File: src/design/bqlp_pkg.sv
// ----------------------------------------------------------------------------
// bqlp_pkg
// Shared types and constants for the biquad low-pass with warm-up.
// ----------------------------------------------------------------------------
package bqlp_pkg;

  // Default parameter values
  localparam int DEF_WARMUP_SAMPLES = 100;
  localparam int DEF_SAMPLE_WIDTH   = 16;
  localparam int DEF_COEF_FRAC_BITS = 14;

  // Fixed formats
  localparam int COEF_W     = 18;  // signed Q3.14 coefficient
  localparam int HIST_FRAC  = 8;   // fraction bits of the output history
  localparam int WARM_CNT_W = 7;   // covers any warm-up length up to 127
  localparam int CFG_IDX_W  = 3;

  // Configuration register indexes
  typedef enum logic [CFG_IDX_W-1:0] {
    REG_B0 = 3'd0,
    REG_B1 = 3'd1,
    REG_B2 = 3'd2,
    REG_A1 = 3'd3,
    REG_A2 = 3'd4
  } cfg_reg_t;

  // One full coefficient set
  typedef struct packed {
    logic signed [COEF_W-1:0] b0;
    logic signed [COEF_W-1:0] b1;
    logic signed [COEF_W-1:0] b2;
    logic signed [COEF_W-1:0] a1;
    logic signed [COEF_W-1:0] a2;
  } coef_set_t;

endpackage

File: src/design/bqlp_feedfwd.sv
// ----------------------------------------------------------------------------
// bqlp_feedfwd
// Input stage: takes a request, shifts the input history, tracks warm-up
// and registers the feed-forward sum b0*x + b1*x1 + b2*x2.
// ----------------------------------------------------------------------------
module bqlp_feedfwd #(
  parameter int WARMUP_SAMPLES = bqlp_pkg::DEF_WARMUP_SAMPLES,
  parameter int SAMPLE_WIDTH   = bqlp_pkg::DEF_SAMPLE_WIDTH,
  localparam int FF_W          = SAMPLE_WIDTH + bqlp_pkg::COEF_W + 2
) (
  input  logic                           clk,
  input  logic                           rst,
  input  logic                           in_valid,
  output logic                           in_stall,
  input  logic signed [SAMPLE_WIDTH-1:0] sample_in,
  input  bqlp_pkg::coef_set_t            coef,
  input  logic                           advance,
  output logic                           s1_valid,
  output logic signed [SAMPLE_WIDTH-1:0] s1_x,
  output logic signed [FF_W-1:0]         s1_ff,
  output logic                           s1_warm
);
  import bqlp_pkg::*;

  localparam int PROD_W = SAMPLE_WIDTH + COEF_W;
  localparam logic [WARM_CNT_W-1:0] WARM_LAST = WARM_CNT_W'(WARMUP_SAMPLES);

  logic                           take;
  logic                           warm_now;
  logic signed [SAMPLE_WIDTH-1:0] prev_in_1;
  logic signed [SAMPLE_WIDTH-1:0] prev_in_2;
  logic [WARM_CNT_W-1:0]          warmup_count;
  logic signed [PROD_W-1:0]       prod_0;
  logic signed [PROD_W-1:0]       prod_1;
  logic signed [PROD_W-1:0]       prod_2;
  logic signed [FF_W-1:0]         ff_next;

  // Handshake: hold off only while the stage is full and cannot drain
  assign in_stall = s1_valid & ~advance;
  assign take     = in_valid & ~in_stall;
  assign warm_now = warmup_count < WARM_LAST;

  // Feed-forward products and sum
  always_comb begin
    prod_0  = sample_in * coef.b0;
    prod_1  = prev_in_1 * coef.b1;
    prod_2  = prev_in_2 * coef.b2;
    ff_next = FF_W'(prod_0) + FF_W'(prod_1) + FF_W'(prod_2);
  end

  // Stage occupancy, history and warm-up count
  always_ff @(posedge clk) begin
    if (rst) begin
      s1_valid     <= 1'b0;
      prev_in_1    <= '0;
      prev_in_2    <= '0;
      warmup_count <= '0;
    end else begin
      if (take) begin
        s1_valid  <= 1'b1;
        prev_in_1 <= sample_in;
        prev_in_2 <= prev_in_1;
        if (warm_now) begin
          warmup_count <= warmup_count + WARM_CNT_W'(1);
        end
      end else if (advance) begin
        s1_valid <= 1'b0;
      end
    end
  end

  // Stage payload
  always_ff @(posedge clk) begin
    if (take) begin
      s1_x    <= sample_in;
      s1_ff   <= ff_next;
      s1_warm <= warm_now;
    end
  end

endmodule

File: config.mk
export PLATFORM = sky130hd
export DESIGN_NAME = bqlp_feedfwd
export DESIGN_NICKNAME = d
export VERILOG_FILES = /design/src/design/bqlp_pkg.sv /design/src/design/bqlp_feedfwd.sv
export SDC_FILE = /design/constraint.sdc
export NUM_CORES = 2
export LEC_CHECK = 0
export BUFFER_PORTS_ARGS = -buffer_cell sky130_fd_sc_hd__buf_2
export CORE_ASPECT_RATIO = 0.75
export CORE_MARGIN = 8
export CORE_UTILIZATION = 60
export CTS_CLUSTER_DIAMETER = 100
export DETAILED_ROUTE_END_ITERATION = 8
export GPL_TIMING_DRIVEN = 0
export HOLD_SLACK_MARGIN = 0.05
export PLACE_DENSITY = 0.78
export SYNTH_ARGS = -nofsm -noshare
export SYNTH_HDL_FRONTEND = slang
export SYNTH_SLANG_ARGS = --single-unit
File: constraint.sdc
create_clock -name clk -period 9.9 [get_ports clk]
set_input_delay 1.485 -clock clk [delete_from_list [all_inputs] [get_ports clk]]
set_output_delay 1.485 -clock clk [all_outputs]
set_load 0.02 [all_outputs]
==> impl_metrics.py <==
metrics = {
    "routing": {
        "num_vias": 25200,
        "drt_wl_total_mm": 97.0,
        "drcViolationCount": 0,
        "ant_nets": 0,
        "drt-pass1-iter-count": 6,
        "initialDrtViolationCount": 2216,
        "vias_per_cell": 5.36,
        "routedWlPerCell_um": 20.6,
    },
    "global_routing": {
        "grt_usage_pct": 29.6,
        "grt_pass1_wl_mm": 156,
        "grt_pass1_vias": 27300,
        "antenna_found_initial": 7,
        "grt_max_degree": 34,
        "grt_overflow": 0,
    },
    "place": {
        "place_inst": 4701,
        "place_area_um2": 38200,
        "port_buffers": 127,
        "hpwl_mm": 86.0,
        "gp_congestion": 0.959,
    },
    "synthesis": {
        "synthCells": 3773,
        "ys_top_cells_by_area": "fa_1 (56%), inv_1 (11%), and2_1 (7.2%), ha_1 (7.1%), nand2_1 (4.9%)",
        "ys_seq_area_share_pct": 6.55,
        "netlist-cell-type-count": 49,
        "synth_top_area_share_pct": 56.1,
        "syn_nets": 5115,
        "synth_largest_area_cell": "fa_1",
        "synth-main-ff-cell": "edfxtp_1",
        "syn_area_um2": 36500,
        "yosysWarnings": 0,
        "synth_edf_count": 53,
        "synthTopCellsByCount": "inv_1 (1107), fa_1 (1024), nand2_1 (478), and2_1 (423), ha_1 (208)",
        "synth_most_common_cell": "inv_1",
        "postSynthAreaPerCell_um2": 9.68,
        "synthArstFlopShare_pct": 0,
        "ys_ff_latch": 93,
    },
    "clock_network": {
        "clock_path_buffers": 2,
        "cts_setup_buffers": 0,
        "insertion_delay_ns": 0.41,
        "hold_buffers": 0,
        "cts_tree": "done",
        "cts_resized": 3,
        "path_clk_slew_ns": 0.07,
        "numCtsBuffers": 9,
        "clkSinkCount": 93,
        "h-tree-depth": 3,
        "cts_root_buf": "clkbuf_16",
    },
    "timing": {
        "worst_slew_pin_slew_ns": 0.897,
        "fmax_ghz": 0.104,
        "fin_crit_ns": 9.60,
        "rsz0062_at_grt": "no",
        "hold_violations": 0,
        "fin_worst_skew_ns": 0.0163,
        "finalCritPeriodShare_pct": 97.0,
        "fin_hold_ws_ns": 0.497,
        "relSlewSlack_pct": 40.2,
        "setup_violations": 0,
        "slew_violations": 0,
    },
    "finish": {
        "fin_cells": 4708,
        "regArea_um2": 2390,
        "nNetsFinal": 5240,
        "postLayoutCoreUtil_pct": 63.8,
        "syn_to_final_growth_pct": 5.29,
        "multiInputGateArea_um2": 29400,
        "finish.instance_area_um2": 38500,
        "drive_gt1_share_pct": 4.05,
        "n_fill_cell": 4824,
    },
    "status": {
        "status": "complete, no violations",
    },
    "worst_setup_path": {
        "cp_slowest_stage_delay_ns": 0.69,
        "critPathSlowestCell": "and2_1",
        "cp_data_arrival_time_ns": 9.76,
        "end_kind": "register",
        "cpMostUsedCell": "fa_1",
        "cp_max_fo": 13,
        "cp_num_buf_inv": 6,
        "path_delay_family": "adder cells",
        "path_class": "input port to register",
        "worstPathRequired_ns": 10.06,
        "cp-start-kind": "input port",
    },
    "floorplanning": {
        "die_y_um": 230,
        "ios": 165,
        "die_area_um2": 69100,
        "num_rows": 78,
        "die_x_um": 301,
        "start_util_pct": 60.6,
        "coreArea_um2": 60300,
    },
    "flow_run": {
        "maxCapViolCount": 0,
    },
    "hold_path": {
        "hold_path.class": "register to register",
    },
}
metrics by stage:
step | setup TNS (ns) | setup WS (ns)
after floorplan | 0 | 0.894
after global placement | -4.18 | -0.623
after detailed placement | -4.72 | -0.677
after CTS | 0 | 0.00610
after global routing | 0 | 0.0162
final | 0 | 0.296
registers in the layout (all words and copies together), names as in the netlist:
register and count:
s1_ff 36, prev_in_1 16, prev_in_2 16, s1_x 16, warmup_count 7, s1_valid 1
s1_warm 1
placed cells by master, fill, tap and decap left out, types with 5 or more instances in the layout:
master     synthesis  routed
fa_1            1024    1023
a21oi_1           65      64
ha_1             208     208
nor2_1            33      33
dfxtp_1           40      40
nand2b_1          26      26
diode_2            0       5
o21ai_0           12      12
inv_1           1107    1107
o211ai_1           7       7
a21o_1             7       7
buf_2              0     127
clkbuf_16          0      10
and2_1           423     423
xnor2_1           33      33
nor2b_1           23      23
xor2_1            16      16
a211oi_1          10      10
clkbuf_1         147     133
and3_1             6       6
o21bai_1           7       7
edfxtp_1          53      53
nand2_1          478     476
cell type report:
cell class              count  area share (%)
multi-input cells        2424            76.5
inverters                1108            10.8
flip-flops and latches     93            6.22
well taps                 800            2.60
repair buffers            128            1.70
plain buffers             134            1.34
clock buffers              11           0.660
clock inverters             5           0.107
diodes                      5          0.0325
layer usage:
metal | part of all wire (%) | wire length [um] | vias up | track usage, %
li1 | - | - | 10800 | -
met1 | 42 | 40300 | 12900 | 43.4
met2 | 43 | 41700 | 1303 | 43.7
met3 | 12 | 11900 | 187 | 8.00
met4 | 3.1 | 3010 | 6 | 7.79
met5 | 0.035 | 34 | - | 0
cell families (layout without fill, tap and decap cells):
logic type | after synthesis | count (layout) | share of synthesized area, %
AOI/OAI and AO/OA | 134 | 134 | 2.29
other | 0 | 5 | 0
buffers and inverters | 1256 | 1386 | 12.9
DFF | 93 | 93 | 6.55
xor gates and xnor gates | 49 | 49 | 1.17
and+or+nand+nor | 1007 | 1007 | 13.8
adders and majority gates | 1232 | 1232 | 63.2
muxes | 2 | 2 | 0.0548
final timing paths:
kind	startpoint	to	slack, ns	cells after the start
min reg2reg	warmup_count[6]	warmup_count[6]	0.50	2
max	coef[71]	s1_ff[34]	0.30	25
max reg2reg	prev_in_1[0]	s1_ff[34]	0.68	25
min	warmup_count[6]	warmup_count[6]	0.50	2
worst register-to-register path: stages, from the launching register on:
cell and delay [ns]:
dfxtp_1 0.33, clkbuf_1 0.44, and2_1 0.77, inv_1 0.34, fa_1 0.59, fa_1 0.43, fa_1 0.48, inv_1 0.05
fa_1 0.49, fa_1 0.69, fa_1 0.48, fa_1 0.47, fa_1 0.49, inv_1 0.07, fa_1 0.58, inv_1 0.08
ha_1 0.28, buf_6 0.14, a21o_1 0.16, a21oi_2 0.15, o31ai_2 0.15, a21oi_1 0.26, nor3b_4 0.28, a211oi_2 0.15
or4b_1 0.47, and3_1 0.18
Power is not shown: default switching activity piles up to over one toggle a cycle in this logic, so the estimate is an artifact.
