File: src/design/bqlp_pkg.sv
// ----------------------------------------------------------------------------
// bqlp_pkg
// Shared types and constants for the biquad low-pass with warm-up.
// ----------------------------------------------------------------------------
package bqlp_pkg;

  // Default parameter values
  localparam int DEF_WARMUP_SAMPLES = 100;
  localparam int DEF_SAMPLE_WIDTH   = 16;
  localparam int DEF_COEF_FRAC_BITS = 14;

  // Fixed formats
  localparam int COEF_W     = 18;  // signed Q3.14 coefficient
  localparam int HIST_FRAC  = 8;   // fraction bits of the output history
  localparam int WARM_CNT_W = 7;   // covers any warm-up length up to 127
  localparam int CFG_IDX_W  = 3;

  // Configuration register indexes
  typedef enum logic [CFG_IDX_W-1:0] {
    REG_B0 = 3'd0,
    REG_B1 = 3'd1,
    REG_B2 = 3'd2,
    REG_A1 = 3'd3,
    REG_A2 = 3'd4
  } cfg_reg_t;

  // One full coefficient set
  typedef struct packed {
    logic signed [COEF_W-1:0] b0;
    logic signed [COEF_W-1:0] b1;
    logic signed [COEF_W-1:0] b2;
    logic signed [COEF_W-1:0] a1;
    logic signed [COEF_W-1:0] a2;
  } coef_set_t;

endpackage

File: src/design/bqlp_feedback.sv
// ----------------------------------------------------------------------------
// bqlp_feedback
// Output stage: subtracts the feedback terms, rounds and saturates the new
// history value, shifts the output history and holds the result register.
// ----------------------------------------------------------------------------
module bqlp_feedback #(
  parameter int SAMPLE_WIDTH   = bqlp_pkg::DEF_SAMPLE_WIDTH,
  parameter int COEF_FRAC_BITS = bqlp_pkg::DEF_COEF_FRAC_BITS,
  localparam int FF_W          = SAMPLE_WIDTH + bqlp_pkg::COEF_W + 2
) (
  input  logic                           clk,
  input  logic                           rst,
  input  bqlp_pkg::coef_set_t            coef,
  input  logic                           s1_valid,
  input  logic signed [SAMPLE_WIDTH-1:0] s1_x,
  input  logic signed [FF_W-1:0]         s1_ff,
  input  logic                           s1_warm,
  output logic                           advance,
  output logic                           out_valid,
  input  logic                           out_stall,
  output logic signed [SAMPLE_WIDTH-1:0] filtered_out,
  output logic                           warming_up
);
  import bqlp_pkg::*;

  localparam int HIST_W = SAMPLE_WIDTH + HIST_FRAC;
  localparam int MUL_W  = HIST_W + COEF_W;
  localparam int ACC_W  = FF_W + HIST_FRAC + 3;
  localparam int OUT_W  = HIST_W + 1;

  localparam logic signed [ACC_W-1:0] ACC_HALF = ACC_W'(1) <<< (COEF_FRAC_BITS - 1);
  localparam logic signed [ACC_W-1:0] HIST_MAX = (ACC_W'(1) <<< (HIST_W - 1)) - ACC_W'(1);
  localparam logic signed [ACC_W-1:0] HIST_MIN = -(ACC_W'(1) <<< (HIST_W - 1));
  localparam logic signed [OUT_W-1:0] OUT_HALF = OUT_W'(1) <<< (HIST_FRAC - 1);
  localparam logic signed [OUT_W-1:0] SMP_MAX  = (OUT_W'(1) <<< (SAMPLE_WIDTH - 1)) - OUT_W'(1);
  localparam logic signed [OUT_W-1:0] SMP_MIN  = -(OUT_W'(1) <<< (SAMPLE_WIDTH - 1));

  logic signed [HIST_W-1:0]       prev_out_1;
  logic signed [HIST_W-1:0]       prev_out_2;
  logic signed [MUL_W-1:0]        fb_1;
  logic signed [MUL_W-1:0]        fb_2;
  logic signed [ACC_W-1:0]        acc;
  logic signed [ACC_W-1:0]        acc_rnd;
  logic signed [HIST_W-1:0]       y_filt;
  logic signed [OUT_W-1:0]        y_rnd;
  logic signed [SAMPLE_WIDTH-1:0] res_filt;
  logic signed [HIST_W-1:0]       y_next;
  logic signed [SAMPLE_WIDTH-1:0] res_next;

  // Move forward when the result register is empty or being drained
  assign advance = s1_valid & (~out_valid | ~out_stall);

  // Feedback sum, rounding to Q16.8 and saturation
  always_comb begin
    fb_1    = coef.a1 * prev_out_1;
    fb_2    = coef.a2 * prev_out_2;
    acc     = (ACC_W'(s1_ff) <<< HIST_FRAC) - ACC_W'(fb_1) - ACC_W'(fb_2);
    acc_rnd = (acc + ACC_HALF) >>> COEF_FRAC_BITS;
    if (acc_rnd > HIST_MAX) begin
      y_filt = HIST_MAX[HIST_W-1:0];
    end else if (acc_rnd < HIST_MIN) begin
      y_filt = HIST_MIN[HIST_W-1:0];
    end else begin
      y_filt = acc_rnd[HIST_W-1:0];
    end
  end

  // Integer output: round away the history fraction, then clamp
  always_comb begin
    y_rnd = (OUT_W'(y_filt) + OUT_HALF) >>> HIST_FRAC;
    if (y_rnd > SMP_MAX) begin
      res_filt = SMP_MAX[SAMPLE_WIDTH-1:0];
    end else if (y_rnd < SMP_MIN) begin
      res_filt = SMP_MIN[SAMPLE_WIDTH-1:0];
    end else begin
      res_filt = y_rnd[SAMPLE_WIDTH-1:0];
    end
  end

  // Warm-up passes the sample through
  always_comb begin
    if (s1_warm) begin
      y_next   = HIST_W'(s1_x) <<< HIST_FRAC;
      res_next = s1_x;
    end else begin
      y_next   = y_filt;
      res_next = res_filt;
    end
  end

  // Output history and result valid
  always_ff @(posedge clk) begin
    if (rst) begin
      prev_out_1 <= '0;
      prev_out_2 <= '0;
      out_valid  <= 1'b0;
    end else begin
      if (advance) begin
        prev_out_1 <= y_next;
        prev_out_2 <= prev_out_1;
        out_valid  <= 1'b1;
      end else if (~out_stall) begin
        out_valid <= 1'b0;
      end
    end
  end

  // Result payload
  always_ff @(posedge clk) begin
    if (advance) begin
      filtered_out <= res_next;
      warming_up   <= s1_warm;
    end
  end

endmodule

File: config.mk
export PLATFORM = sky130hd
export DESIGN_NAME = bqlp_feedback
export DESIGN_NICKNAME = d
export VERILOG_FILES = /design/src/design/bqlp_pkg.sv /design/src/design/bqlp_feedback.sv
export SDC_FILE = /design/constraint.sdc
export NUM_CORES = 2
export LEC_CHECK = 0
export BUFFER_PORTS_ARGS = -buffer_cell sky130_fd_sc_hd__buf_2
export CORE_UTILIZATION = 60
export CTS_CLUSTER_SIZE = 30
export DETAILED_ROUTE_END_ITERATION = 6
export GPL_TIMING_DRIVEN = 0
export PLACE_DENSITY_LB_ADDON = 0.1
export SYNTH_ARGS = -nofsm -noshare
export SYNTH_HDL_FRONTEND = slang
export SYNTH_SLANG_ARGS = --single-unit
File: constraint.sdc
create_clock -name clk -period 18.55 [get_ports clk]
set_clock_uncertainty 0.15 [all_clocks]
set_input_delay 3.71 -clock clk [delete_from_list [all_inputs] [get_ports clk]]
set_output_delay 3.71 -clock clk [all_outputs]
set_load 0.02 [all_outputs]
==> impl_metrics.toml <==
[run_status]
status = "finished clean"

[die]
ios = 166
dieArea_sq_mm = 0.0654
core_area_sq_mm = 0.0633
floorplan.initialDensity_pct = 61.1
num_rows = 92
die_w_um = 256
dieHeight_um = 256

[synthesis]
ys_seq_area_share_pct = 3.86
async_reset_ff_share_pct = 0
synthCells = 4265
synth_edf_count = 17
syn_nets = 5687
syn-cell-area_sq_mm = 0.0387
yosysWarningCount = 0
syn_avg_cell_area_sq_um = 9.06
yosysUniqueCellTypes = 79
synth_seq_cells = 66
synthFlopType = "dfxtp_1"

[timing]
fin_crit_sh_pct = 93.6
fin_crit_ns = 17.37
hold_violations = 0
tightest_slew_ns = 1.20
rsz0062_at_grt = "no"
layout_setup_ws_ns = 1.18
fmax_mhz = 57.6
fin_hold_ws_ns = 0.366
timing.final.max_slew_violations = 0
slew_headroom_pct = 19.1
final-setup-viol-count = 0
setup_tns_ns = 0

[cts]
numCtsBuffers = 9
root_buffer = "clkbuf_16"
clock_latency_ns = 0.37
htreeDepth = 3
ctsResizeCount = 0
cts.hold.buffers_added = 0
cts_tree = "built"
cts_setup_buffers = 0
clkSlewWorstSetupHoldPaths_ns = 0.05
cts.sinks = 66
cts_max_path_buffers = 2

[routing]
drtAntennaViolNets = 0
drtPass1Iterations = 5
wl_per_cell_um = 22.8
vias_per_cell = 5.62
vias = 29500
wirelength_um = 120000
drc = 0
drtIter0Drc = 2281

[place]
gp_congestion = 1.01
pre_cts_ws_ns = 0.960
port_buffers = 110
hpwl_um = 105000

[setup_path]
slowest_delay_ns = 1.04
crit_path_end_kind = "register"
path_max_fanout = 17
startpoint_type = "input port"
cp_data_arrival_time_ns = 17.28
worstSetupPathType = "in2reg"
cp_slowest_cell = "nor4_1"
critPathRequiredTime_ns = 18.47

[global_route]
grt_pass1_wl_um = 184000
grt_overflow = 0
antenna_found_initial = 9
grt.total_usage_pct = 38.4
grt_max_degree = 20
grt_pass1_vias = 31100

[cells_and_area]
drive_gt1_share_pct = 3.60
final_net_count = 5810
layout_common_cells = "1165 x inv_1, 1035 x fa_1, 570 x nand2_1, 390 x and2_1, 240 x ha_1"
layout_commonest_cell = "inv_1"
fill_cells = 5543
syn2layout_area_growth_pct = 5.04

[flow_run]
drv_cap = 0

[hold_path]
worst_hold_path_type = "reg2reg"
per-layer routing:
layer / GRT usage [%] / part of all wire [%] / vias to the layer above
li1: - / - / 12600
met3: 6.02 / 9.0 / 316
met5: 0 / 0 / -
met4: 24.3 / 7.7 / 0
met1: 49.1 / 37 / 15200
met2: 61.7 / 47 / 1377
final cells by class:
cell class                 count  area, sq um  share of cell area (%)
clock inverter                 5         31.3                  0.0770
timing repair buffer         112          606                    1.49
sequential                    66         1490                    3.67
inverter                    1166         4380                    10.8
clock buffer                  11          236                   0.582
antenna                        6         15.0                  0.0370
buffer                       210          802                    1.98
multi-input combinational   2823        32000                    78.8
tap                          846         1060                    2.61
worst paths after layout:
check | from | endpoint | slack, ns | cells past startpoint
max | coef[18] | filtered_out[8] | 1.18 | 38
min reg2reg | out_valid | out_valid | 0.37 | 2
min | out_valid | out_valid | 0.37 | 2
max reg2reg | prev_out_1[23] | filtered_out[8] | 3.91 | 38
flip-flops by register name, summed over array words and instances, names as in the netlist:
signal / count
filtered_out: 16
out_valid: 1
prev_out_1: 24
prev_out_2: 24
warming_up: 1
cell usage after synthesis, drive strengths merged (7+ instances only):
library cell  instances  area [sq um]
nand3                14          70.1
nand2               571          2150
a21oi               105           529
nor3                 19          95.1
or2                   7          43.8
xor2                 15           131
dfxtp                49           981
o21a                 13          97.6
nor2                 82           308
nor2b                25           156
nand3b                7          52.6
buf                  15          70.1
a21o                  8          60.1
nor4                 11          75.1
edfxtp               17           510
and3                  7          43.8
and2                391          2450
fa                 1035         20700
inv                1165          4370
xnor2                25           219
or3                  11          68.8
a22oi                 9          67.6
and4                  7          61.3
o221ai                7          61.3
nand4                28           175
clkbuf              195           732
nand2b               17           106
ha                  240          3000
o211ai               23           183
o21ai                64           324
worst max-delay path, delay by kind of cell:
| kind | cells | cell delay (ns) |
|---|---|---|
| fa+ha+maj | 10 | 4.64 |
| buf+inv | 12 | 3.11 |
| compound gates | 5 | 1.62 |
| xor+xnor | 1 | 0.38 |
| simple gates | 10 | 3.79 |
per-stage QoR:
step	instances	area, sq um	util (%)
after global routing	5241	40600	64.1
after detailed placement	5222	40300	63.6
final	5245	40600	64.1
after global placement	5221	40300	63.6
after floorplan	4265	38700	-
after CTS	5238	40600	64.1
cell families after synthesis:
| logic type | count (synthesis) | synth area share, % |
|---|---|---|
| AND/OR/NAND/NOR | 1211 | 15.5 |
| flip-flops | 66 | 3.86 |
| adder cells (fa/ha/maj) | 1275 | 61.4 |
| buffers and inverters | 1376 | 13.4 |
| AO/OA/AOI/OAI | 293 | 4.90 |
| XOR/XNOR | 40 | 0.906 |
| multiplexers | 4 | 0.104 |
Power is not shown: default switching activity piles up to over one toggle a cycle in this logic, so the estimate is an artifact.
