## src/design/bqlp_pkg.sv

```systemverilog
// ----------------------------------------------------------------------------
// bqlp_pkg
// Shared types and constants for the biquad low-pass with warm-up.
// ----------------------------------------------------------------------------
package bqlp_pkg;

  // Default parameter values
  localparam int DEF_WARMUP_SAMPLES = 100;
  localparam int DEF_SAMPLE_WIDTH   = 16;
  localparam int DEF_COEF_FRAC_BITS = 14;

  // Fixed formats
  localparam int COEF_W     = 18;  // signed Q3.14 coefficient
  localparam int HIST_FRAC  = 8;   // fraction bits of the output history
  localparam int WARM_CNT_W = 7;   // covers any warm-up length up to 127
  localparam int CFG_IDX_W  = 3;

  // Configuration register indexes
  typedef enum logic [CFG_IDX_W-1:0] {
    REG_B0 = 3'd0,
    REG_B1 = 3'd1,
    REG_B2 = 3'd2,
    REG_A1 = 3'd3,
    REG_A2 = 3'd4
  } cfg_reg_t;

  // One full coefficient set
  typedef struct packed {
    logic signed [COEF_W-1:0] b0;
    logic signed [COEF_W-1:0] b1;
    logic signed [COEF_W-1:0] b2;
    logic signed [COEF_W-1:0] a1;
    logic signed [COEF_W-1:0] a2;
  } coef_set_t;

endpackage

```

## src/design/bqlp_coef_regs.sv

```systemverilog
// ----------------------------------------------------------------------------
// bqlp_coef_regs
// Coefficient register file written through the configuration channel.
// ----------------------------------------------------------------------------
module bqlp_coef_regs #(
  parameter int COEF_FRAC_BITS = bqlp_pkg::DEF_COEF_FRAC_BITS
) (
  input  logic                             clk,
  input  logic                             rst,
  input  logic                             cfg_valid,
  output logic                             cfg_ready,
  input  logic [bqlp_pkg::CFG_IDX_W-1:0]   cfg_index,
  input  logic [bqlp_pkg::COEF_W-1:0]      cfg_data,
  output bqlp_pkg::coef_set_t              coef
);
  import bqlp_pkg::*;

  // b0 resets to unity gain
  localparam logic signed [COEF_W-1:0] B0_RESET = COEF_W'(1) << COEF_FRAC_BITS;

  logic cfg_write;

  // Writes are always taken
  assign cfg_ready = 1'b1;
  assign cfg_write = cfg_valid & cfg_ready;

  // Register update; indexes beyond the list are dropped
  always_ff @(posedge clk) begin
    if (rst) begin
      coef.b0 <= B0_RESET;
      coef.b1 <= '0;
      coef.b2 <= '0;
      coef.a1 <= '0;
      coef.a2 <= '0;
    end else if (cfg_write) begin
      case (cfg_reg_t'(cfg_index))
        REG_B0:  coef.b0 <= cfg_data;
        REG_B1:  coef.b1 <= cfg_data;
        REG_B2:  coef.b2 <= cfg_data;
        REG_A1:  coef.a1 <= cfg_data;
        REG_A2:  coef.a2 <= cfg_data;
        default: ;
      endcase
    end
  end

endmodule

```

## config.mk

```make
export PLATFORM = sky130hd
export DESIGN_NAME = bqlp_coef_regs
export DESIGN_NICKNAME = d
export VERILOG_FILES = /design/src/design/bqlp_pkg.sv /design/src/design/bqlp_coef_regs.sv
export SDC_FILE = /design/constraint.sdc
export NUM_CORES = 1
export LEC_CHECK = 0
export ABC_CLOCK_PERIOD_IN_PS = 1000
export BUFFER_PORTS_ARGS = -buffer_cell sky130_fd_sc_hd__buf_2
export CORE_ASPECT_RATIO = 1.1
export CORE_MARGIN = 2
export CORE_UTILIZATION = 25
export CTS_CLUSTER_DIAMETER = 50
export DETAILED_ROUTE_END_ITERATION = 10
export PLACE_DENSITY = 0.49
export SLEW_MARGIN = 10
export SYNTH_ARGS = -nofsm -noshare
export SYNTH_HDL_FRONTEND = slang
export SYNTH_SLANG_ARGS = --single-unit
```

## constraint.sdc

```tcl
create_clock -name clk -period 1 [get_ports clk]
set_clock_uncertainty 0.05 [all_clocks]
set_input_delay 0.1 -clock clk [delete_from_list [all_inputs] [get_ports clk]]
set_output_delay 0.1 -clock clk [all_outputs]
set_load 0.01 [all_outputs]
```

==> flow_metrics.py, run 1 <==
metrics = {
    "drt": {
        "ant_nets": 0,
        "vias": 2662,
        "wl_mm": 9.53,
        "drt-wirelength-per-cell_um": 14.7,
        "drc_errors": 0,
        "via_per_inst": 4.11,
        "drt_first_iter_violations": 86,
        "drt_pre_antenna_iters": 4,
    },
    "placement": {
        "place_area_mm2": 0.00460,
        "dp_hpwl_mm": 7.05,
        "gp_congestion": 0.718,
        "port_buffers": 113,
        "place_inst": 631,
    },
    "global_routing": {
        "grt_pass1_wl_mm": 15.1,
        "global_route.usage.met1_pct": 15.8,
        "use_met2_pct": 21.1,
        "gr-usage-met3_pct": 5.55,
        "grt_antenna_before_repair": 1,
        "first_global_vias": 2765,
        "track_usage_pct": 13.0,
        "busiest_layer": "met2",
        "grt_overflow": 0,
        "grt_max_degree": 28,
    },
    "floorplanning": {
        "die_w_um": 118,
        "dieArea_mm2": 0.0153,
        "ioPinCount": 115,
        "start_util_pct": 25.7,
        "core_mm2": 0.0139,
        "die_y_um": 129,
        "rows": 45,
    },
    "setup_path": {
        "critical_path_class": "reg -> out",
        "slowest_delay_ns": 0.34,
        "slowest_stage": "dfxtp_1",
        "crit_path_end_kind": "primary output",
        "cp_num_buf_inv": 1,
        "crit_family": "flip-flops",
        "worstPathRequired_ns": 0.85,
        "worstPathMaxFanout": 2,
        "cp-start-kind": "flip-flop",
        "arrival_ns": 0.82,
        "path_cells": "buf_2",
    },
    "cells_and_area": {
        "fill_cells": 1434,
        "instances_no_fill": 648,
        "postLayoutCellArea_mm2": 0.00499,
        "largest_reg_flops": 90,
        "nets": 479,
        "antennaDiodeCount": 0,
        "regArea_mm2": 0.00184,
        "top_regs": "coef: 90 flops",
        "area_growth_pct": 39.5,
        "multiInputGateArea_mm2": 0.00168,
        "drive_above_1_share_pct": 42.8,
        "largest-register": "coef",
    },
    "clock_tree": {
        "clk_pin_slew_ns": 0.06,
        "htreeDepth": 3,
        "root_buffer": "clkbuf_16",
        "cts_tree": "yes",
        "clock_path_buffers": 2,
        "cts_buffers": 9,
        "worstSkewPairLatency_ns": 0.33,
        "cts_setup_buffers": 0,
        "cts_sinks": 90,
    },
    "power_and_ir_drop": {
        "p_leak_nw": 2.57,
        "powerDensity_mw_per_mm2": 1520,
        "ir_worst_vdd_v": 0.000708,
        "power_w": 0.00759,
    },
    "status": {
        "status": "finished, final reports clean",
    },
    "synth": {
        "ys_warn_count": 0,
        "ys_seq_elements": 90,
        "syn_area_mm2": 0.00357,
        "syn_nets": 344,
        "yosys.cell_count.top_type": "nand2b_1",
        "synth_top_area_share_pct": 50.4,
        "yosys-top-cells-count": "nand2b_1, dfxtp_1, mux2i_1",
        "yosysSeqAreaShare_pct": 50.4,
        "syn_avg_cell_area_um2": 11.2,
        "synth_top_area_cell": "dfxtp_1",
        "synth_cells": 320,
        "synthArstFlopShare_pct": 0,
        "synthTopCellsByArea": "dfxtp_1, mux2i_1, nand2b_1, clkbuf_1, buf_4",
        "ys_dominant_reg_cell": "dfxtp_1",
        "synth_edf_count": 0,
        "synth_cell_types": 14,
    },
    "sta": {
        "fin_hold_ws_ns": 0.0828,
        "timing.fmax_mhz": 1030,
        "slew_viol_final": 0,
        "fin_crit_ns": 0.966,
        "hold_violations": 0,
        "fin_crit_sh_pct": 96.6,
        "setup_tns_ns": 0,
        "setup_violations": 0,
        "rsz0062_at_grt": "false",
    },
    "worst_hold_path": {
        "hold_path_class": "in -> reg",
    },
    "run": {
        "cap_violations": 0,
    },
}
[metal layers]
| layer | wire (um) | vias to the layer above |
|---|---|---|
| met3 | 702 | 10 |
| met4 | 100 | 2 |
| met5 | 11 | - |
| met1 | 4300 | 1240 |
| met2 | 4410 | 84 |
| li1 | - | 1326 |
[metrics by stage]
step                setup slack, ns  util [%]
floorplan                   -0.0504         -
global placement             -0.209      33.1
detailed placement           -0.231      33.1
CTS                        0.000347      35.3
global route               0.000160      35.9
finish                       0.0337      35.9
[where the power goes]
group / total, W / switching [W] / leakage, nW / internal [W]
Sequential: 0.00371 / 0.0000421 / 0.744 / 0.00367
Combinational: 0.000665 / 0.000321 / 1.68 / 0.000344
Clock: 0.00321 / 0.00133 / 0.143 / 0.00188
[final cells by class]
type	count	area share [%]
well taps	188	4.72
clock inverters	2	0.201
repair buffers	147	19.0
clock buffers	14	5.49
multi-input cells	207	33.6
flip-flops and latches	90	37.0
[placed cells by master, fill, tap and decap left out, drive strengths merged]
| master | count |
|---|---|
| or4b | 1 |
| conb | 1 |
| dlygate4sd3 | 1 |
| buf | 146 |
| nor4b | 1 |
| nand4bb | 3 |
| nand2b | 107 |
| dfxtp | 90 |
| clkinv | 2 |
| nand4b | 1 |
| nor4bb | 1 |
| nor2 | 2 |
| mux2i | 90 |
| clkbuf | 14 |
[final timing paths]
kind / slack, ns / end / cells after the start / from
worst min-delay path: 0.08 / coef[6] / 3 / rst
worst max register to register: 0.32 / coef[78] / 2 / coef[78]
worst min register to register: 0.42 / coef[66] / 2 / coef[66]
worst max-delay path: 0.03 / coef[37] / 1 / coef[37]
[kinds of logic after synthesis]
| logic type | synth area share [%] |
|---|---|
| buf+inv | 3.36 |
| flops | 50.4 |
| mux | 25.2 |
| other cells | 0.105 |
| simple gates | 20.9 |
[repair_timing]
| action | in CTS | in global routing |
|---|---|---|
| endpoints found under the setup margin | 6 | 34 |
| resized for setup | 6 | 38 |
| pin swaps | 0 | 0 |
| hold buffers | 1 | 0 |
| hold endpoints to repair | 1 | 0 |
Note: power is estimated with default switching activity, not from simulation.
==> run 2, diff against run 1 <==
ABC_CLOCK_PERIOD_IN_PS = 1300   (was 1000)
PLACE_DENSITY = 0.47   (was 0.49)
clock period = 1.3 ns   (was 1 ns; I/O delays follow)
==> flow_metrics.py, run 2 (synthesized netlist as in run 1, its figures left out) <==
metrics = {
    "placement": {
        "preCtsSetupSlack_ns": 0.00121,
        "port_buffers": 113,
        "place_inst": 616,
        "gp_congestion": 0.707,
        "dp_hpwl_mm": 6.96,
    },
    "power_and_ir_drop": {
        "p_clk_share_pct": 48.9,
        "switching_power_w": 0.00138,
        "p_seq_share_pct": 43.8,
        "powerDensity_mw_per_mm2": 1340,
        "p_comb_share_pct": 7.2,
        "ir_worst_vdd_v": 0.000549,
        "internal_power_w": 0.00512,
        "p_leak_nw": 2.52,
        "p_sw_share_pct": 21.2,
    },
    "cells_and_area": {
        "area_growth_pct": 36.1,
        "largest-register": "coef",
        "instances_no_fill": 632,
        "antennaDiodeCount": 0,
        "mostFrequentLayoutCell": "buf_2",
        "drive_above_1_share_pct": 33.6,
        "layout_common_cells": "buf_2, nand2b_1, mux2i_1, dfxtp_1, buf_4",
        "nets": 463,
        "largest_reg_flops": 90,
        "top_regs": "coef: 90 flops",
    },
    "sta": {
        "hold_violations": 0,
        "rsz0062_at_grt": "false",
        "setup_ws_ns": 0.255,
        "fin_crit_sh_pct": 80.4,
        "timing.fmax_mhz": 957,
        "slew_viol_final": 0,
        "fin_crit_ns": 1.04,
        "setup_tns_ns": 0,
        "setup_violations": 0,
    },
    "setup_path": {
        "cp-start-kind": "flip-flop",
        "worstPathMaxFanout": 2,
        "r2r_setup_slack_ns": 0.63,
        "worstSetupEndpoint": "coef[89]",
        "reg2reg_from": "coef[89]",
        "reg2reg_depth": 2,
        "critical_path_class": "reg -> out",
        "crit_cells": 1,
        "crit_family": "flip-flops",
        "crit_path_end_kind": "primary output",
        "startpoint": "coef[89]",
        "reg2reg_to": "coef[89]",
        "slowest_delay_ns": 0.38,
        "cp_num_buf_inv": 1,
        "path_cells": "buf_2",
        "arrival_ns": 0.86,
        "worstPathRequired_ns": 1.12,
        "slowest_stage": "dfxtp_1",
    },
    "floorplanning": {
        "ioPinCount": 115,
        "dieArea_mm2": 0.0153,
        "die_w_um": 118,
        "core_mm2": 0.0139,
        "start_util_pct": 25.7,
        "rows": 45,
        "die_y_um": 129,
    },
    "drt": {
        "ant_nets": 0,
        "drt-wirelength-per-cell_um": 15.1,
        "via_per_inst": 4.09,
        "vias": 2586,
        "wl_mm": 9.53,
        "drt_first_iter_violations": 57,
        "drt_pre_antenna_iters": 4,
        "wl_met1_mm": 4.08,
        "drc_errors": 0,
        "wl_met3_um": 798,
        "wl_met2_mm": 4.52,
        "topRoutingLayerUsed": "met5",
    },
    "clock_tree": {
        "ctsResizeCount": 0,
        "cts_buffers": 9,
        "cts_sinks": 90,
        "cts_tree": "yes",
        "htreeDepth": 3,
        "clk_pin_slew_ns": 0.07,
        "holdBufCountCts": 0,
        "cts_setup_buffers": 0,
        "root_buffer": "clkbuf_16",
        "clock_path_buffers": 2,
        "worstSkewPairLatency_ns": 0.34,
    },
    "status": {
        "status": "finished, final reports clean",
    },
    "global_routing": {
        "grt_antenna_before_repair": 1,
        "grt_overflow": 0,
        "grt_pass1_wl_mm": 14.8,
        "grt_max_degree": 20,
        "track_usage_pct": 12.6,
        "first_global_vias": 2749,
    },
    "run": {
        "cap_violations": 0,
    },
    "worst_hold_path": {
        "hold_path_class": "in -> reg",
    },
}
==> run 2: changes by cell type in the layout (fill, tap and decap cells not counted), sizes merged <==
cell,change
buf,-15
clkbuf,-5
bufinv,+4
clkinvlp,+1
dlygate4sd3,-1
==> run 2: worst min-delay path by stage <==
stage,slack [ns],startpoint,cells past startpoint,to
detailed placement,0.37,cfg_data[14],3,coef[86]
global placement,0.36,cfg_data[14],3,coef[86]
finish,0.03,cfg_data[14],3,coef[86]
floorplan,0.25,cfg_data[14],2,coef[86]
global route,0.06,cfg_data[14],3,coef[86]
CTS,0.02,cfg_data[14],3,coef[86]
==> run 2: layout make-up <==
class | count | area [um^2]
Fill cell | 1442 | 9040
Sequential cell | 90 | 1800
Multi-Input combinational cell | 207 | 1670
Timing Repair Buffer | 131 | 788
Tap cell | 188 | 235
Clock buffer | 9 | 225
Clock inverter | 7 | 141
==> run 2: power groups by stage <==
stage	sequential [W]	clock [W]	combinational, W
4_1_cts	0.00285	0.00327	0.000485
3_5_place_dp	0.00291	0	0.000482
6_report	0.00285	0.00318	0.000470
5_1_grt	0.00286	0.00338	0.000514
2_1_floorplan	0.00294	0	0.000229
3_3_place_gp	0.00291	0	0.000477
==> run 2: worst register-to-register path: stages (launching register included) <==
cell      delay, ns
dfxtp_1        0.38
nand2b_1       0.07
mux2i_1        0.11
==> run 2: per-stage QoR <==
step / utilization, % / area (um^2) / power [W] / hold WS, ns
after floorplan: - / 3570 / 0.00317 / 0.247
after global placement: 32.4 / 4500 / 0.00339 / 0.360
after detailed placement: 32.4 / 4500 / 0.00339 / 0.372
after CTS: 35.0 / 4870 / 0.00661 / 0.0153
after global routing: 35.0 / 4870 / 0.00675 / 0.0551
final: 35.0 / 4870 / 0.00650 / 0.0284
==> run 2: routing by layer <==
metal	vias to the layer above	GRT usage (%)
li1	1296	-
met5	-	0
met4	2	3.83
met1	1196	14.2
met2	81	21.8
met3	11	5.59
==> run 3, diff against run 2 <==
ABC_CLOCK_PERIOD_IN_PS = 1000   (was 1300)
clock period = 1 ns   (was 1.3 ns; I/O delays follow)
==> flow_metrics.py, run 3 (synthesized netlist as in run 1, its figures left out) <==
metrics = {
    "floorplanning": {
        "start_util_pct": 25.7,
        "dieArea_mm2": 0.0153,
        "rows": 45,
        "die_w_um": 118,
        "ioPinCount": 115,
        "die_y_um": 129,
        "core_mm2": 0.0139,
    },
    "setup_path": {
        "slowest_stage": "dfxtp_2",
        "path_cells": "buf_2",
        "crit_path_end_kind": "primary output",
        "worstPathRequired_ns": 0.85,
        "reg2reg_to": "coef[82]",
        "worstPathMaxFanout": 2,
        "cp_num_buf_inv": 1,
        "reg2reg_depth": 2,
        "critical_path_class": "reg -> out",
        "reg2reg_from": "coef[82]",
        "crit_family": "flip-flops",
        "cp-start-kind": "flip-flop",
        "r2r_setup_slack_ns": 0.34,
        "slowest_delay_ns": 0.34,
        "arrival_ns": 0.81,
    },
    "global_routing": {
        "use_met2_pct": 20.9,
        "grt_antenna_before_repair": 0,
        "grt_pass1_wl_mm": 14.7,
        "global_route.usage.met1_pct": 14.3,
        "busiest_layer": "met2",
        "first_global_vias": 2706,
        "track_usage_pct": 12.8,
        "grt_overflow": 0,
        "gr-usage-met3_pct": 6.43,
        "grt_max_degree": 23,
    },
    "power_and_ir_drop": {
        "p_seq_share_pct": 46.9,
        "ir_worst_vdd_v": 0.000667,
        "p_clk_share_pct": 44.7,
        "power_w": 0.00792,
        "p_leak_nw": 2.59,
        "internal_power_w": 0.00619,
        "powerDensity_mw_per_mm2": 1570,
        "p_comb_share_pct": 8.4,
        "switching_power_w": 0.00172,
        "p_sw_share_pct": 21.8,
    },
    "drt": {
        "vias": 2636,
        "via_per_inst": 4.07,
        "drt_pre_antenna_iters": 4,
        "drt_first_iter_violations": 49,
        "ant_nets": 0,
        "drc_errors": 0,
        "wl_mm": 9.55,
        "drt-wirelength-per-cell_um": 14.8,
    },
    "placement": {
        "gp_congestion": 0.686,
        "dp_hpwl_mm": 7.00,
        "port_buffers": 113,
    },
    "worst_hold_path": {
        "hold_path_depth": 3,
        "holdPathEnd": "coef[4]",
        "hold_start": "cfg_data[4]",
        "hold_path_class": "in -> reg",
    },
    "sta": {
        "setup_violations": 0,
        "timing.fmax_mhz": 1040,
        "fin_crit_sh_pct": 96.2,
        "fin_hold_ws_ns": 0.104,
        "fin_crit_ns": 0.962,
        "hold_violations": 0,
        "slew_viol_final": 0,
    },
    "cells_and_area": {
        "layout_common_cells": "nand2b_1, buf_2, mux2i_1",
        "fill_cells": 1438,
        "top_regs": "coef: 90 flops",
        "largest-register": "coef",
        "mostFrequentLayoutCell": "nand2b_1",
        "area_growth_pct": 41.0,
        "fin_util_pct": 36.2,
        "multiInputGateArea_mm2": 0.00168,
        "largest_reg_flops": 90,
        "nets": 478,
        "drive_above_1_share_pct": 46.9,
        "regArea_mm2": 0.00187,
    },
    "clock_tree": {
        "clock_path_buffers": 2,
        "htreeDepth": 3,
        "cts_buffers": 9,
        "worstSkewPairLatency_ns": 0.34,
        "root_buffer": "clkbuf_16",
        "cts_tree": "yes",
        "cts_setup_buffers": 0,
        "cts_sinks": 90,
        "clk_pin_slew_ns": 0.06,
    },
    "run": {
        "cap_violations": 0,
    },
    "status": {
        "status": "finished, final reports clean",
    },
}
==> run 3: routing by layer <==
layer,vias to the layer above,share of wire (%)
met1,1209,44
met3,12,9.0
met5,-,0
met4,0,1.7
met2,88,46
li1,1327,-
==> run 3: power groups by stage <==
| stage | combinational [W] | clock [W] | sequential, W |
|---|---|---|---|
| after CTS | 0.000675 | 0.00366 | 0.00371 |
| after global placement | 0.000662 | 0 | 0.00378 |
| after global routing | 0.000722 | 0.00381 | 0.00372 |
| after detailed placement | 0.000670 | 0 | 0.00379 |
| after floorplan | 0.000298 | 0 | 0.00382 |
| final | 0.000664 | 0.00354 | 0.00372 |
==> run 3: tightest hold or removal path: cells and delay by family <==
kind / cells / cell delay, ns
buffers and inverters: 1 / 0.08
muxes: 1 / 0.15
and+or+nand+nor: 1 / 0.13
==> run 3: area by class of cell <==
| class | count | area share [%] |
|---|---|---|
| antenna | 1 | 0.0497 |
| timing repair buffer | 146 | 18.9 |
| tap | 188 | 4.67 |
| sequential | 90 | 37.1 |
| multi-input combinational | 207 | 33.3 |
| clock inverter | 3 | 1.29 |
| clock buffer | 12 | 4.69 |
==> run 3: worst max-delay path by stage <==
stage / startpoint / to / slack (ns) / cells after the start
after CTS: coef[56] / coef[56] / 0.0001 / 1
after floorplan: cfg_index[0] / coef[79] / -0.05 / 3
after global placement: cfg_index[0] / coef[78] / -0.21 / 5
after detailed placement: cfg_index[0] / coef[78] / -0.28 / 5
final: coef[70] / coef[70] / 0.04 / 1
after global routing: coef[7] / coef[7] / -0.007 / 1
==> run 3: repair_timing <==
item,CTS,global route
endpoints found under the hold margin,1,0
setup endpoints to repair,7,51
gates resized for setup,7,58
hold buffers,1,0
==> run 3: metrics by stage <==
step	worst slack (ns)	cells	area, um^2	TNS, ns
floorplan	-0.0504	320	3580	-0.454
CTS	0.000142	646	4930	0
detailed placement	-0.279	630	4610	-13.51
global route	-0.00654	646	5040	-0.00654
global placement	-0.211	630	4610	-12.07
finish	0.0378	647	5040	0
